## src/hdl/cse_pkg.sv

```systemverilog
// Shared types and constants for the CAN signal extractor.
// Used by every module under hdl; depends on nothing else.
`timescale 1ns / 1ps
`default_nettype none

package cse_pkg;

    // Field widths fixed by the frame format and the register map.
    localparam int IdWidth     = 29;
    localparam int FrameIdW    = 32;
    localparam int DataWidth   = 64;
    localparam int RawWidth    = 33;
    localparam int PhysWidth   = 64;
    localparam int CfgWidth    = 32;
    localparam int CfgIdxWidth = 3;
    localparam int GatherBytes = 5;
    localparam int GatherWidth = GatherBytes * 8;

    // Register indexes of the configuration port.
    typedef enum logic [CfgIdxWidth-1:0] {
        REG_MATCH_ID  = 3'd0,
        REG_LSB_POS   = 3'd1,
        REG_FIELD_LEN = 3'd2,
        REG_MOTOROLA  = 3'd3,
        REG_SIGN_EXT  = 3'd4,
        REG_SCALE     = 3'd5,
        REG_OFFSET    = 3'd6
    } cse_reg_t;

    // Reset values of the registers, and the longest field length.
    localparam logic [5:0]         FieldLenReset = 6'd8;
    localparam logic signed [31:0] ScaleReset    = 32'sd65536;
    localparam logic [5:0]         MaxLength     = 6'd32;

    // Signal description as seen by the datapath.
    typedef struct packed {
        logic [IdWidth-1:0]    match_id;
        logic [5:0]            lsb_pos;
        logic [5:0]            field_len;
        logic                  motorola;
        logic                  sign_ext;
        logic signed [31:0]    scale;
        logic signed [31:0]    offset;
    } cse_cfg_t;

endpackage

`default_nettype wire

```

## src/hdl/cse_extract.sv

```systemverilog
// Identifier match, byte gather and field cut: two pipeline stages.
// Depends on cse_pkg for the configuration struct and widths.
`timescale 1ns / 1ps
`default_nettype none

module cse_extract (
    input  wire logic                           clk,
    input  wire logic                           rst_n,
    input  wire cse_pkg::cse_cfg_t              cfg,
    input  wire logic                           up_valid,
    output logic                                up_stall,
    input  wire logic [cse_pkg::FrameIdW-1:0]   frame_id,
    input  wire logic [cse_pkg::DataWidth-1:0]  frame_data,
    output logic                                down_valid,
    input  wire logic                           down_stall,
    output logic signed [cse_pkg::RawWidth-1:0] raw
);
    import cse_pkg::*;

    logic                   a_valid_reg;
    logic                   a_valid_next;
    logic [GatherWidth-1:0] a_acc_reg;
    logic [GatherWidth-1:0] a_acc_next;
    logic                   b_valid_reg;
    logic signed [RawWidth-1:0] b_raw_reg;
    logic signed [RawWidth-1:0] b_raw_next;
    logic                   a_en;
    logic                   b_en;
    logic                   b_hold;
    logic [2:0]             first_byte;
    logic [5:0]             len;
    logic [RawWidth-1:0]    mask;
    logic [RawWidth-1:0]    top_bit;
    logic [GatherWidth-1:0] shifted;
    logic [31:0]            field;
    logic                   neg;

    // Handshake: stage B empties when downstream takes the word.
    assign b_en     = !b_valid_reg || !down_stall;
    assign b_hold   = b_valid_reg && down_stall;
    assign a_en     = !a_valid_reg || !b_hold;
    assign up_stall = a_valid_reg && b_hold;

    // Stage A: frames for other identifiers are dropped here.
    assign a_valid_next = up_valid && (frame_id[IdWidth-1:0] == cfg.match_id);
    assign first_byte   = cfg.lsb_pos[5:3];

    // Gather five bytes walking up (Intel) or down (Motorola) from the first.
    for (genvar k = 0; k < GatherBytes; k++) begin : g_gather
        logic [4:0] idx;
        assign idx = cfg.motorola ? ({2'b00, first_byte} - 5'(k))
                                  : ({2'b00, first_byte} + 5'(k));
        assign a_acc_next[k*8 +: 8] = (idx[4:3] == 2'b00)
                                    ? frame_data[{idx[2:0], 3'b000} +: 8] : 8'h00;
    end

    // Stage B: shift, mask and sign-extend the field.
    always_comb
    begin
        len     = (cfg.field_len > MaxLength) ? MaxLength : cfg.field_len;
        mask    = (RawWidth'(1) << len) - RawWidth'(1);
        top_bit = mask ^ (mask >> 1);
        shifted = a_acc_reg >> cfg.lsb_pos[2:0];
        field   = shifted[31:0] & mask[31:0];
        neg     = cfg.sign_ext && (|(field & top_bit[31:0]));
        b_raw_next = neg ? $signed({1'b0, field} | ~mask) : $signed({1'b0, field});
    end

    // Valid bits.
    always_ff @(posedge clk or negedge rst_n)
    begin
        if (!rst_n)
        begin
            a_valid_reg <= 1'b0;
            b_valid_reg <= 1'b0;
        end
        else
        begin
            if (a_en)
            begin
                a_valid_reg <= a_valid_next;
            end
            if (b_en)
            begin
                b_valid_reg <= a_valid_reg;
            end
        end
    end

    // Payload registers.
    always_ff @(posedge clk)
    begin
        if (a_en)
        begin
            a_acc_reg <= a_acc_next;
        end
        if (b_en)
        begin
            b_raw_reg <= b_raw_next;
        end
    end

    assign down_valid = b_valid_reg;
    assign raw        = b_raw_reg;

endmodule

`default_nettype wire

```

## src/hdl/cse_scale.sv

```systemverilog
// Scaling: one multiply stage and one saturating add stage.
// Depends on cse_pkg for the configuration struct and widths.
`timescale 1ns / 1ps
`default_nettype none

module cse_scale (
    input  wire logic                            clk,
    input  wire logic                            rst_n,
    input  wire cse_pkg::cse_cfg_t               cfg,
    input  wire logic                            up_valid,
    output logic                                 up_stall,
    input  wire logic signed [cse_pkg::RawWidth-1:0] raw,
    output logic                                 down_valid,
    input  wire logic                            down_stall,
    output logic signed [cse_pkg::RawWidth-1:0]  raw_out,
    output logic signed [cse_pkg::PhysWidth-1:0] phys_out
);
    import cse_pkg::*;

    logic                        c_valid_reg;
    logic signed [RawWidth-1:0]  c_raw_reg;
    logic signed [PhysWidth-1:0] c_prod_reg;
    logic signed [PhysWidth-1:0] c_prod_next;
    logic signed [PhysWidth:0]   prod_full;
    logic                        d_valid_reg;
    logic signed [RawWidth-1:0]  d_raw_reg;
    logic signed [PhysWidth-1:0] d_phys_reg;
    logic signed [PhysWidth-1:0] d_phys_next;
    logic signed [PhysWidth:0]   sum;
    logic                        c_en;
    logic                        d_en;
    logic                        d_hold;

    // Handshake: stage D is the output register.
    assign d_en     = !d_valid_reg || !down_stall;
    assign d_hold   = d_valid_reg && down_stall;
    assign c_en     = !c_valid_reg || !d_hold;
    assign up_stall = c_valid_reg && d_hold;

    // Stage C: the product always fits in 64 bits.
    assign prod_full   = raw * cfg.scale;
    assign c_prod_next = prod_full[PhysWidth-1:0];

    // Stage D: add the offset and clamp on overflow.
    always_comb
    begin
        sum = {c_prod_reg[PhysWidth-1], c_prod_reg}
            + {{(PhysWidth + 1 - 32){cfg.offset[31]}}, cfg.offset};
        if (sum[PhysWidth] != sum[PhysWidth-1])
        begin
            d_phys_next = sum[PhysWidth] ? {1'b1, {(PhysWidth-1){1'b0}}}
                                         : {1'b0, {(PhysWidth-1){1'b1}}};
        end
        else
        begin
            d_phys_next = sum[PhysWidth-1:0];
        end
    end

    // Valid bits.
    always_ff @(posedge clk or negedge rst_n)
    begin
        if (!rst_n)
        begin
            c_valid_reg <= 1'b0;
            d_valid_reg <= 1'b0;
        end
        else
        begin
            if (c_en)
            begin
                c_valid_reg <= up_valid;
            end
            if (d_en)
            begin
                d_valid_reg <= c_valid_reg;
            end
        end
    end

    // Payload registers.
    always_ff @(posedge clk)
    begin
        if (c_en)
        begin
            c_raw_reg  <= raw;
            c_prod_reg <= c_prod_next;
        end
        if (d_en)
        begin
            d_raw_reg  <= c_raw_reg;
            d_phys_reg <= d_phys_next;
        end
    end

    assign down_valid = d_valid_reg;
    assign raw_out    = d_raw_reg;
    assign phys_out   = d_phys_reg;

endmodule

`default_nettype wire

```

## src/hdl/can_signal_extract.sv

```systemverilog
// Top level of the CAN signal extractor: register file and pipeline.
// Depends on cse_pkg, cse_extract and cse_scale.
//
// Usage:
// A received frame enters on the input channel (in_valid, in_stall,
// frame_id, frame_data). Frames whose low 29 identifier bits differ from
// match_id are taken and dropped. A matching frame gives one word on the
// output channel: field_raw and field_scaled = raw * scale + offset in
// Q48.16, clamped to the 64-bit range.
// The pipeline has four register stages (gather, field cut, multiply,
// saturating add), passed in that order; out_valid is driven from the last.
// A frame can be taken in every cycle that in_stall is low; throughput is
// one frame per cycle. When the receiver stalls, the stages fill up behind
// the output register and in_stall rises only once all four hold a word;
// nothing is lost. Reset clears all valid bits and loads the register
// defaults (length 8, scale 1.0, Intel order, unsigned). Registers are
// written through cfg_write, cfg_index and cfg_data; the user must write
// them only while the pipeline is empty, which the block does not enforce.
`timescale 1ns / 1ps
`default_nettype none

module can_signal_extract (
    input  wire logic                              clk,
    input  wire logic                              rst_n,
    input  wire logic                              cfg_write,
    input  wire logic [cse_pkg::CfgIdxWidth-1:0]   cfg_index,
    input  wire logic [cse_pkg::CfgWidth-1:0]      cfg_data,
    input  wire logic                              in_valid,
    output logic                                   in_stall,
    input  wire logic [cse_pkg::FrameIdW-1:0]      frame_id,
    input  wire logic [cse_pkg::DataWidth-1:0]     frame_data,
    output logic                                   out_valid,
    input  wire logic                              out_stall,
    output logic signed [cse_pkg::RawWidth-1:0]    field_raw,
    output logic signed [cse_pkg::PhysWidth-1:0]   field_scaled
);
    import cse_pkg::*;

    cse_cfg_t                   cfg_reg;
    logic                       mid_valid;
    logic                       mid_stall;
    logic signed [RawWidth-1:0] mid_raw;

    // Register file.
    always_ff @(posedge clk or negedge rst_n)
    begin
        if (!rst_n)
        begin
            cfg_reg.match_id  <= '0;
            cfg_reg.lsb_pos   <= '0;
            cfg_reg.field_len <= FieldLenReset;
            cfg_reg.motorola  <= 1'b0;
            cfg_reg.sign_ext  <= 1'b0;
            cfg_reg.scale     <= ScaleReset;
            cfg_reg.offset    <= '0;
        end
        else if (cfg_write)
        begin
            case (cse_reg_t'(cfg_index))
                REG_MATCH_ID:  cfg_reg.match_id  <= cfg_data[IdWidth-1:0];
                REG_LSB_POS:   cfg_reg.lsb_pos   <= cfg_data[5:0];
                REG_FIELD_LEN: cfg_reg.field_len <= cfg_data[5:0];
                REG_MOTOROLA:  cfg_reg.motorola  <= cfg_data[0];
                REG_SIGN_EXT:  cfg_reg.sign_ext  <= cfg_data[0];
                REG_SCALE:     cfg_reg.scale     <= $signed(cfg_data);
                REG_OFFSET:    cfg_reg.offset    <= $signed(cfg_data);
                default:       ;
            endcase
        end
    end

    // Field extraction stages.
    cse_extract u_extract (
        .clk        (clk),
        .rst_n      (rst_n),
        .cfg        (cfg_reg),
        .up_valid   (in_valid),
        .up_stall   (in_stall),
        .frame_id   (frame_id),
        .frame_data (frame_data),
        .down_valid (mid_valid),
        .down_stall (mid_stall),
        .raw        (mid_raw)
    );

    // Scaling stages.
    cse_scale u_scale (
        .clk        (clk),
        .rst_n      (rst_n),
        .cfg        (cfg_reg),
        .up_valid   (mid_valid),
        .up_stall   (mid_stall),
        .raw        (mid_raw),
        .down_valid (out_valid),
        .down_stall (out_stall),
        .raw_out    (field_raw),
        .phys_out   (field_scaled)
    );

    // The input only stalls when the whole pipeline is held by the receiver.
    a_stall_chain: assert property (@(posedge clk) disable iff (!rst_n)
        in_stall |-> (out_valid && out_stall && mid_valid && mid_stall))
        else $error("input stalled while the pipeline has room");

    // An unsigned field never sets the raw sign bit.
    a_unsigned_raw: assert property (@(posedge clk) disable iff (!rst_n)
        (out_valid && !cfg_reg.sign_ext) |-> (field_raw[RawWidth-1] == 1'b0))
        else $error("sign bit set on an unsigned field");

    // A zero-length field gives zero and passes the offset through.
    a_zero_length: assert property (@(posedge clk) disable iff (!rst_n)
        (out_valid && cfg_reg.field_len == 6'd0) |->
        (field_raw == '0 && field_scaled == PhysWidth'(cfg_reg.offset)))
        else $error("zero-length field gave a nonzero result");

    // A word held by the receiver keeps its value.
    a_hold: assert property (@(posedge clk) disable iff (!rst_n)
        (out_valid && out_stall) |=> (out_valid && $stable(field_scaled)))
        else $error("held output word changed");

endmodule

`default_nettype wire

```

## config.mk

```make
export PLATFORM = sky130hd
export DESIGN_NAME = can_signal_extract
export DESIGN_NICKNAME = d
export VERILOG_FILES = /design/src/hdl/cse_pkg.sv /design/src/hdl/cse_extract.sv /design/src/hdl/cse_scale.sv /design/src/hdl/can_signal_extract.sv
export SDC_FILE = /design/constraint.sdc
export NUM_CORES = 2
export LEC_CHECK = 0
export ABC_AREA = 0
export BUFFER_PORTS_ARGS = -buffer_cell sky130_fd_sc_hd__buf_4
export CAP_MARGIN = 10
export CORE_MARGIN = 2
export CORE_UTILIZATION = 59
export CTS_CLUSTER_DIAMETER = 80
export DETAILED_ROUTE_END_ITERATION = 12
export HOLD_SLACK_MARGIN = 0.15
export PLACE_DENSITY = 0.8
export SYNTH_ARGS = -nofsm -noshare
export SYNTH_HDL_FRONTEND = slang
export SYNTH_HIERARCHICAL = 1
export SYNTH_SLANG_ARGS = --single-unit
```

## constraint.sdc

```tcl
create_clock -name clk -period 7.7 [get_ports clk]
set_clock_uncertainty 0.15 [all_clocks]
set_input_delay 0.77 -clock clk [delete_from_list [all_inputs] [get_ports clk]]
set_output_delay 0.77 -clock clk [all_outputs]
set_load 0.1 [all_outputs]
```

=== Word level (Yosys, flattened, before mapping) ===
Index checks and enable logic that the tools add are counted.

* Equal/unequal tests: 8
* Reduce and logical (&&, ||, !) cells: 31
* Muxes and demuxes: 8
* $mul: 1
* Bitwise operators: 5
* Shift operators: 7
* Add/sub/neg operators: 10
* Magnitude comparators: 1

{| class="wikitable"
|+ Operators by type and width
! operator !! count
|-
| $shiftx 64x7->8 || 5
|-
| $mux 64 || 2
|-
| $add 64x32->65 || 1
|-
| $and 32x32->32 || 2
|-
| $mul 33x32->64 || 1
|-
| $shr 40x3->32 || 1
|-
| $not 33->33 || 1
|-
| $or 32x33->33 || 1
|-
| $shl 1x6->33 const A || 1
|-
| $sub 33x2->33 const B || 1
|-
| $mux 32 || 1
|-
| $reduce_or 32->1 || 1
|-
| $xor 32x32->32 || 1
|-
| $eq 29x29->1 || 1
|-
| $mux 5 || 4
|-
| $reduce_and 2->1 || 7
|-
| $eq 3x3->1 const B || 3
|-
| $add 3x2->4 const B || 2
|-
| $logic_not 1->1 || 8
|-
| $logic_not 2->1 || 4
|-
| $sub 3x2->4 const B || 2
|-
| $eq 3x2->1 const B || 2
|-
| $gt 6x6->1 const B || 1
|-
| $logic_and 1x1->1 || 6
|-
| 9 further kinds || 12
|}

* Bits in registers: 378
* Word-level logic and storage cells: 93
* Output and inout bits: 99
* Bits of input ports: 136

=== Depth between registers and ports, before layout ===
* Word-level depth: 9
* Gate-level depth with buffers: 31
* Mapped depth without buffers: 29

=== Hierarchy ===
The synthesis kept the hierarchy.

{| class="wikitable"
|+ By module, submodules not included
! module !! cells an instance !! times used !! area each (um^2)
|-
| cse_scale || 4834 || 1 || 47111.4
|-
| cse_extract || 765 || 1 || 7982.7
|-
| can_signal_extract || 232 || 1 || 4066.4
|}

=== Worst setup path after synthesis ===
Ideal clock, no wire load.

* Kind: flip-flop to flip-flop
* Start point: reg u_extract.b_raw_reg[32], in the netlist u_extract/raw[32]
* End point: reg u_scale.c_prod_reg[62], data pin
* Path slack: -0.417 ns
* Path buffers: 2
* Stages on the path, launching flop included: 27
* Arrival: 7.708 ns
* Library setup time: 0.259 ns
* Cell sequence: edfxtp_1 -> clkbuf_1 -> nand2_1 -> fa_1 -> fa_1 -> inv_1 -> fa_1 -> inv_1 -> fa_1 -> inv_1 -> fa_1 -> inv_1 -> fa_1 -> fa_1 -> fa_1 -> inv_1 -> ha_1 -> clkbuf_1 -> nand3_1 -> or3_1 -> nor4b_1 -> a211oi_1 -> a31o_2 -> o211ai_1 -> and2_1 -> a311o_1 -> xor2_1

* Longest elaborated chain between the ends: 1

{| class="wikitable"
|+ Ends and longest elaborated chain
! item !! line !! source
|-
| start: declaration || cse_extract.sv:25 || <nowiki>logic signed [RawWidth-1:0] b_raw_reg;</nowiki>
|-
| start signal: assignment || cse_extract.sv:99 || <nowiki>b_raw_reg <= b_raw_next;</nowiki>
|-
| $mul 33x32->64 || cse_scale.sv:41 || <nowiki>assign prod_full = raw * cfg.scale;</nowiki>
|-
| via u_scale.prod_full[62] || cse_scale.sv:24 || <nowiki>logic signed [PhysWidth:0] prod_full;</nowiki>
|-
| end signal: assignment || cse_scale.sv:87 || <nowiki>c_prod_reg <= c_prod_next;</nowiki>
|-
| end: declaration || cse_scale.sv:22 || <nowiki>logic signed [PhysWidth-1:0] c_prod_reg;</nowiki>
|}

The timed path passes the listed nets, and every way through them passes these cells.
A chain may end at the register's enable or synchronous reset.

=== Final worst setup path ===
* Start point: reg u_extract.b_raw_reg[17], in the netlist u_extract/raw[17]
* End point: reg u_scale.c_prod_reg[52], data pin

The elaborated chain is that of the path after synthesis.

==> metrics.txt <==
All-Layer GR Usage=between 30% and 40%; mux cell area share after synthesis=6.53%; leading area contributor after synthesis=fa_1; Setup violations, final=10; final hold violations=0; Vert. Die Dim=321 um; Ports=235; number of distinct library cells after synthesis=108; initial antenna violation count=4; Skew-Pair Late Insertion Delay=0.65 ns; DP HPWL=130 mm; Final WS setup=-0.293 ns; MaxCap Viol Count=0; area grow syn2layout=15.8%; CTS HTree Levels=2; Max Clk Rate=0.125 GHz; post-layout minimum cycle time=roughly 8 ns; failing checks=negative setup slack; startpoint class of the critical path=flop; Starting DRT DRC Count=4298; Synth Warn #=6; WL/cell=21.7 um; EDFF count, synth=between 200 and 300; Root Driver=clkbuf_16; footprint of the multi-input gates=0.0438 mm2; Die Footprint=0.103 mm2; sequential element share of the synthesized area=18.2%; post-synthesis xor/xnor area fraction=2.50%; Vias/cell=5.81; Initial Util=59.3%; first-pass GRT wire length=252 mm; CTS tree=done; final-report max-slew violation count=0; worst hold path class=in2reg; Worst-path clk slew=about 0.060 ns; core area=between 0.09 and 0.1 mm2; critical path arrival=8.24 ns; cells taking the most area after synthesis=fa_1 (37%), edfxtp_1 (14%), inv_1 (7.0%), ha_1 (5.5%), and2_1 (5.4%); FF-to-FF setup slack=-0.29 ns; post-synthesis compound-gate area fraction=7.15%; placed cells=7444; GPL Wtd Cong=roughly 0.95; post-synthesis simple-gate area fraction=13.4%; Pre-antenna DRT Iters=6; register area=0.0108 mm2; max FFs per register=between 100 and 150; Filler Cell Count=~7000; Buffers on Ports=231; Worst Path Max Fanout=14; share of the synthesized area in the top cell type=37.4%; die width=321 um; crit share post-route=104%; Overflow after GRT=0; Non-Filler Instances=7635; most common cell after layout, fill and taps aside=inv_1; vias in the first global route=46300; row cnt=116; Slew HR=19.7%; crit-path max cell delay=0.58 ns; Tightest Pin Transition=about 1.2 ns; routed vias=44300; Slowest-stage cell, CP=fa_1; Post-Syn Nets=7329; CP dominant cell by count=fa_1; commonest non-fill, non-tap cells in the layout=inv_1 (1064), fa_1 (1051), nand2_1 (707), buf_4 (631), and2_1 (495); Setup TNS Final=-1.04 ns; layout cells sized above 1=20.5%; status=finished, violations left; post-layout net count=7795; worst path required time=7.94 ns; RSZ-0062 raised after global routing=true; CTS Sinks=377; Syn Area/Cell=10.1 um2; largest family of logic cells by synthesized area=adder cells; Gate Count Post-Synth=5831; Mapped Area=0.0592 mm2; Crit Path Class=reg2reg; DRT antenna net count=0; largest net degree at the start of global routing=66; crit path capture type=flop; Residual DRC=0; worst-case clock buffer depth=3; cts bufs inserted=47; Post-synth top flop=edfxtp_1; Yosys reg bits=377; adder-cell share of the synthesized area=42.9%; drt total wl=166 mm; Post-synth ARST share=approximately 29%
## cells in the mapped netlist (12+ instances only)
library cell,instances
inv_1,1096
nand2_1,714
nand3_1,38
ha_1,258
a21oi_1,206
nor2_1,114
buf_6,14
and2_1,508
nor2b_1,29
a22oi_1,12
a21oi_2,19
o21bai_1,24
fa_1,1104
edfxtp_1,266
xor2_1,63
nand2b_1,36
mux4_2,81
dfrtp_1,109
a21o_1,64
o21ai_0,111
a31oi_1,28
clkbuf_1,264
nor4_1,13
o211ai_1,18
mux2i_1,57
nand4_1,38
nor3_1,36
mux2_2,126
or3_1,12
buf_2,18
xnor2_1,106
a211oi_1,17
o21a_1,19
## critical path: cells and delay by family (launching register included)
kind / cells / cell delay, ns
AO/OA/AOI/OAI: 6 / 1.18
adder cells (fa/ha/maj): 9 / 4.52
AND/OR/NAND/NOR: 3 / 0.34
buffers and inverters: 10 / 1.10
flip-flops: 1 / 0.41
## layout make-up
cell class	count	area share, %
Sequential cell	377	15.7
Clock buffer	56	1.83
Antenna cell	1	0.00365
Timing Repair Buffer	736	9.55
Inverter	1100	6.03
Tap cell	1298	2.37
Multi-Input combinational cell	4035	64.0
Clock inverter	32	0.520
## through the flow
| step | cell area (um2) | utilization [%] | hold WS (ns) | setup WS [ns] |
|---|---|---|---|---|
| final | 68500 | 68.7 | 0.255 | -0.293 |
| after global routing | 68500 | 68.7 | 0.244 | -0.503 |
| after CTS | 67100 | 67.2 | 0.216 | -0.162 |
| after detailed placement | 64700 | 64.9 | 0.255 | -0.582 |
| after global placement | 64700 | 64.9 | 0.254 | -0.419 |
| after floorplan | 59200 | - | 0.250 | -0.00761 |
## layer usage
metal / vias up / wire length (um) / global-route usage, %
li1: 19200 / - / -
met1: 22400 / 66000 / 43.2
met2: 2295 / 77200 / 50.5
met3: 434 / 17200 / 7.58
met4: 0 / 5360 / 8.47
met5: - / 0 / 0
## kinds of logic (layout without fill, tap and decap cells)
group | Yosys count | count (layout)
multiplexers | 267 | 267
other | 0 | 1
XOR/XNOR | 169 | 169
adder cells (fa/ha/maj) | 1365 | 1365
buffers and inverters | 1419 | 1924
flip-flops | 377 | 377
AO/OA/AOI/OAI | 642 | 642
AND/OR/NAND/NOR | 1592 | 1592
## path summary, 6_finish.rpt
kind	start	cells past startpoint	end
setup / recovery	u_extract/raw[17]$_DFFE_PP_	28	u_scale/c_prod_reg[52]$_DFFE_PN_
hold / removal	cfg_data[31]	2	cfg_reg[31]$_DFFE_PN0P_
setup reg to reg	u_extract/raw[17]$_DFFE_PP_	28	u_scale/c_prod_reg[52]$_DFFE_PN_
hold reg to reg	u_scale/c_raw_reg[20]$_DFFE_PN_	0	u_scale/raw_out[20]$_DFFE_PP_
max in group asynchronous	rst_n	3	cfg_reg[38]$_DFFE_PN0P_
min in group asynchronous	rst_n	2	cfg_reg[75]$_DFFE_PN0P_
## timing repair
| action | CTS | global route |
|---|---|---|
| setup endpoints to repair | 26 | 32 |
| pin swaps | 50 | 134 |
| hold endpoints to repair | 44 | 0 |
| hold buffers | 1 | 0 |
| gates resized for setup | 96 | 209 |
| gates cloned | 0 | 12 |
| buffers inserted | 39 | 50 |
Power is not shown: default switching activity piles up to over one toggle a cycle in this logic, so the estimate is an artifact.
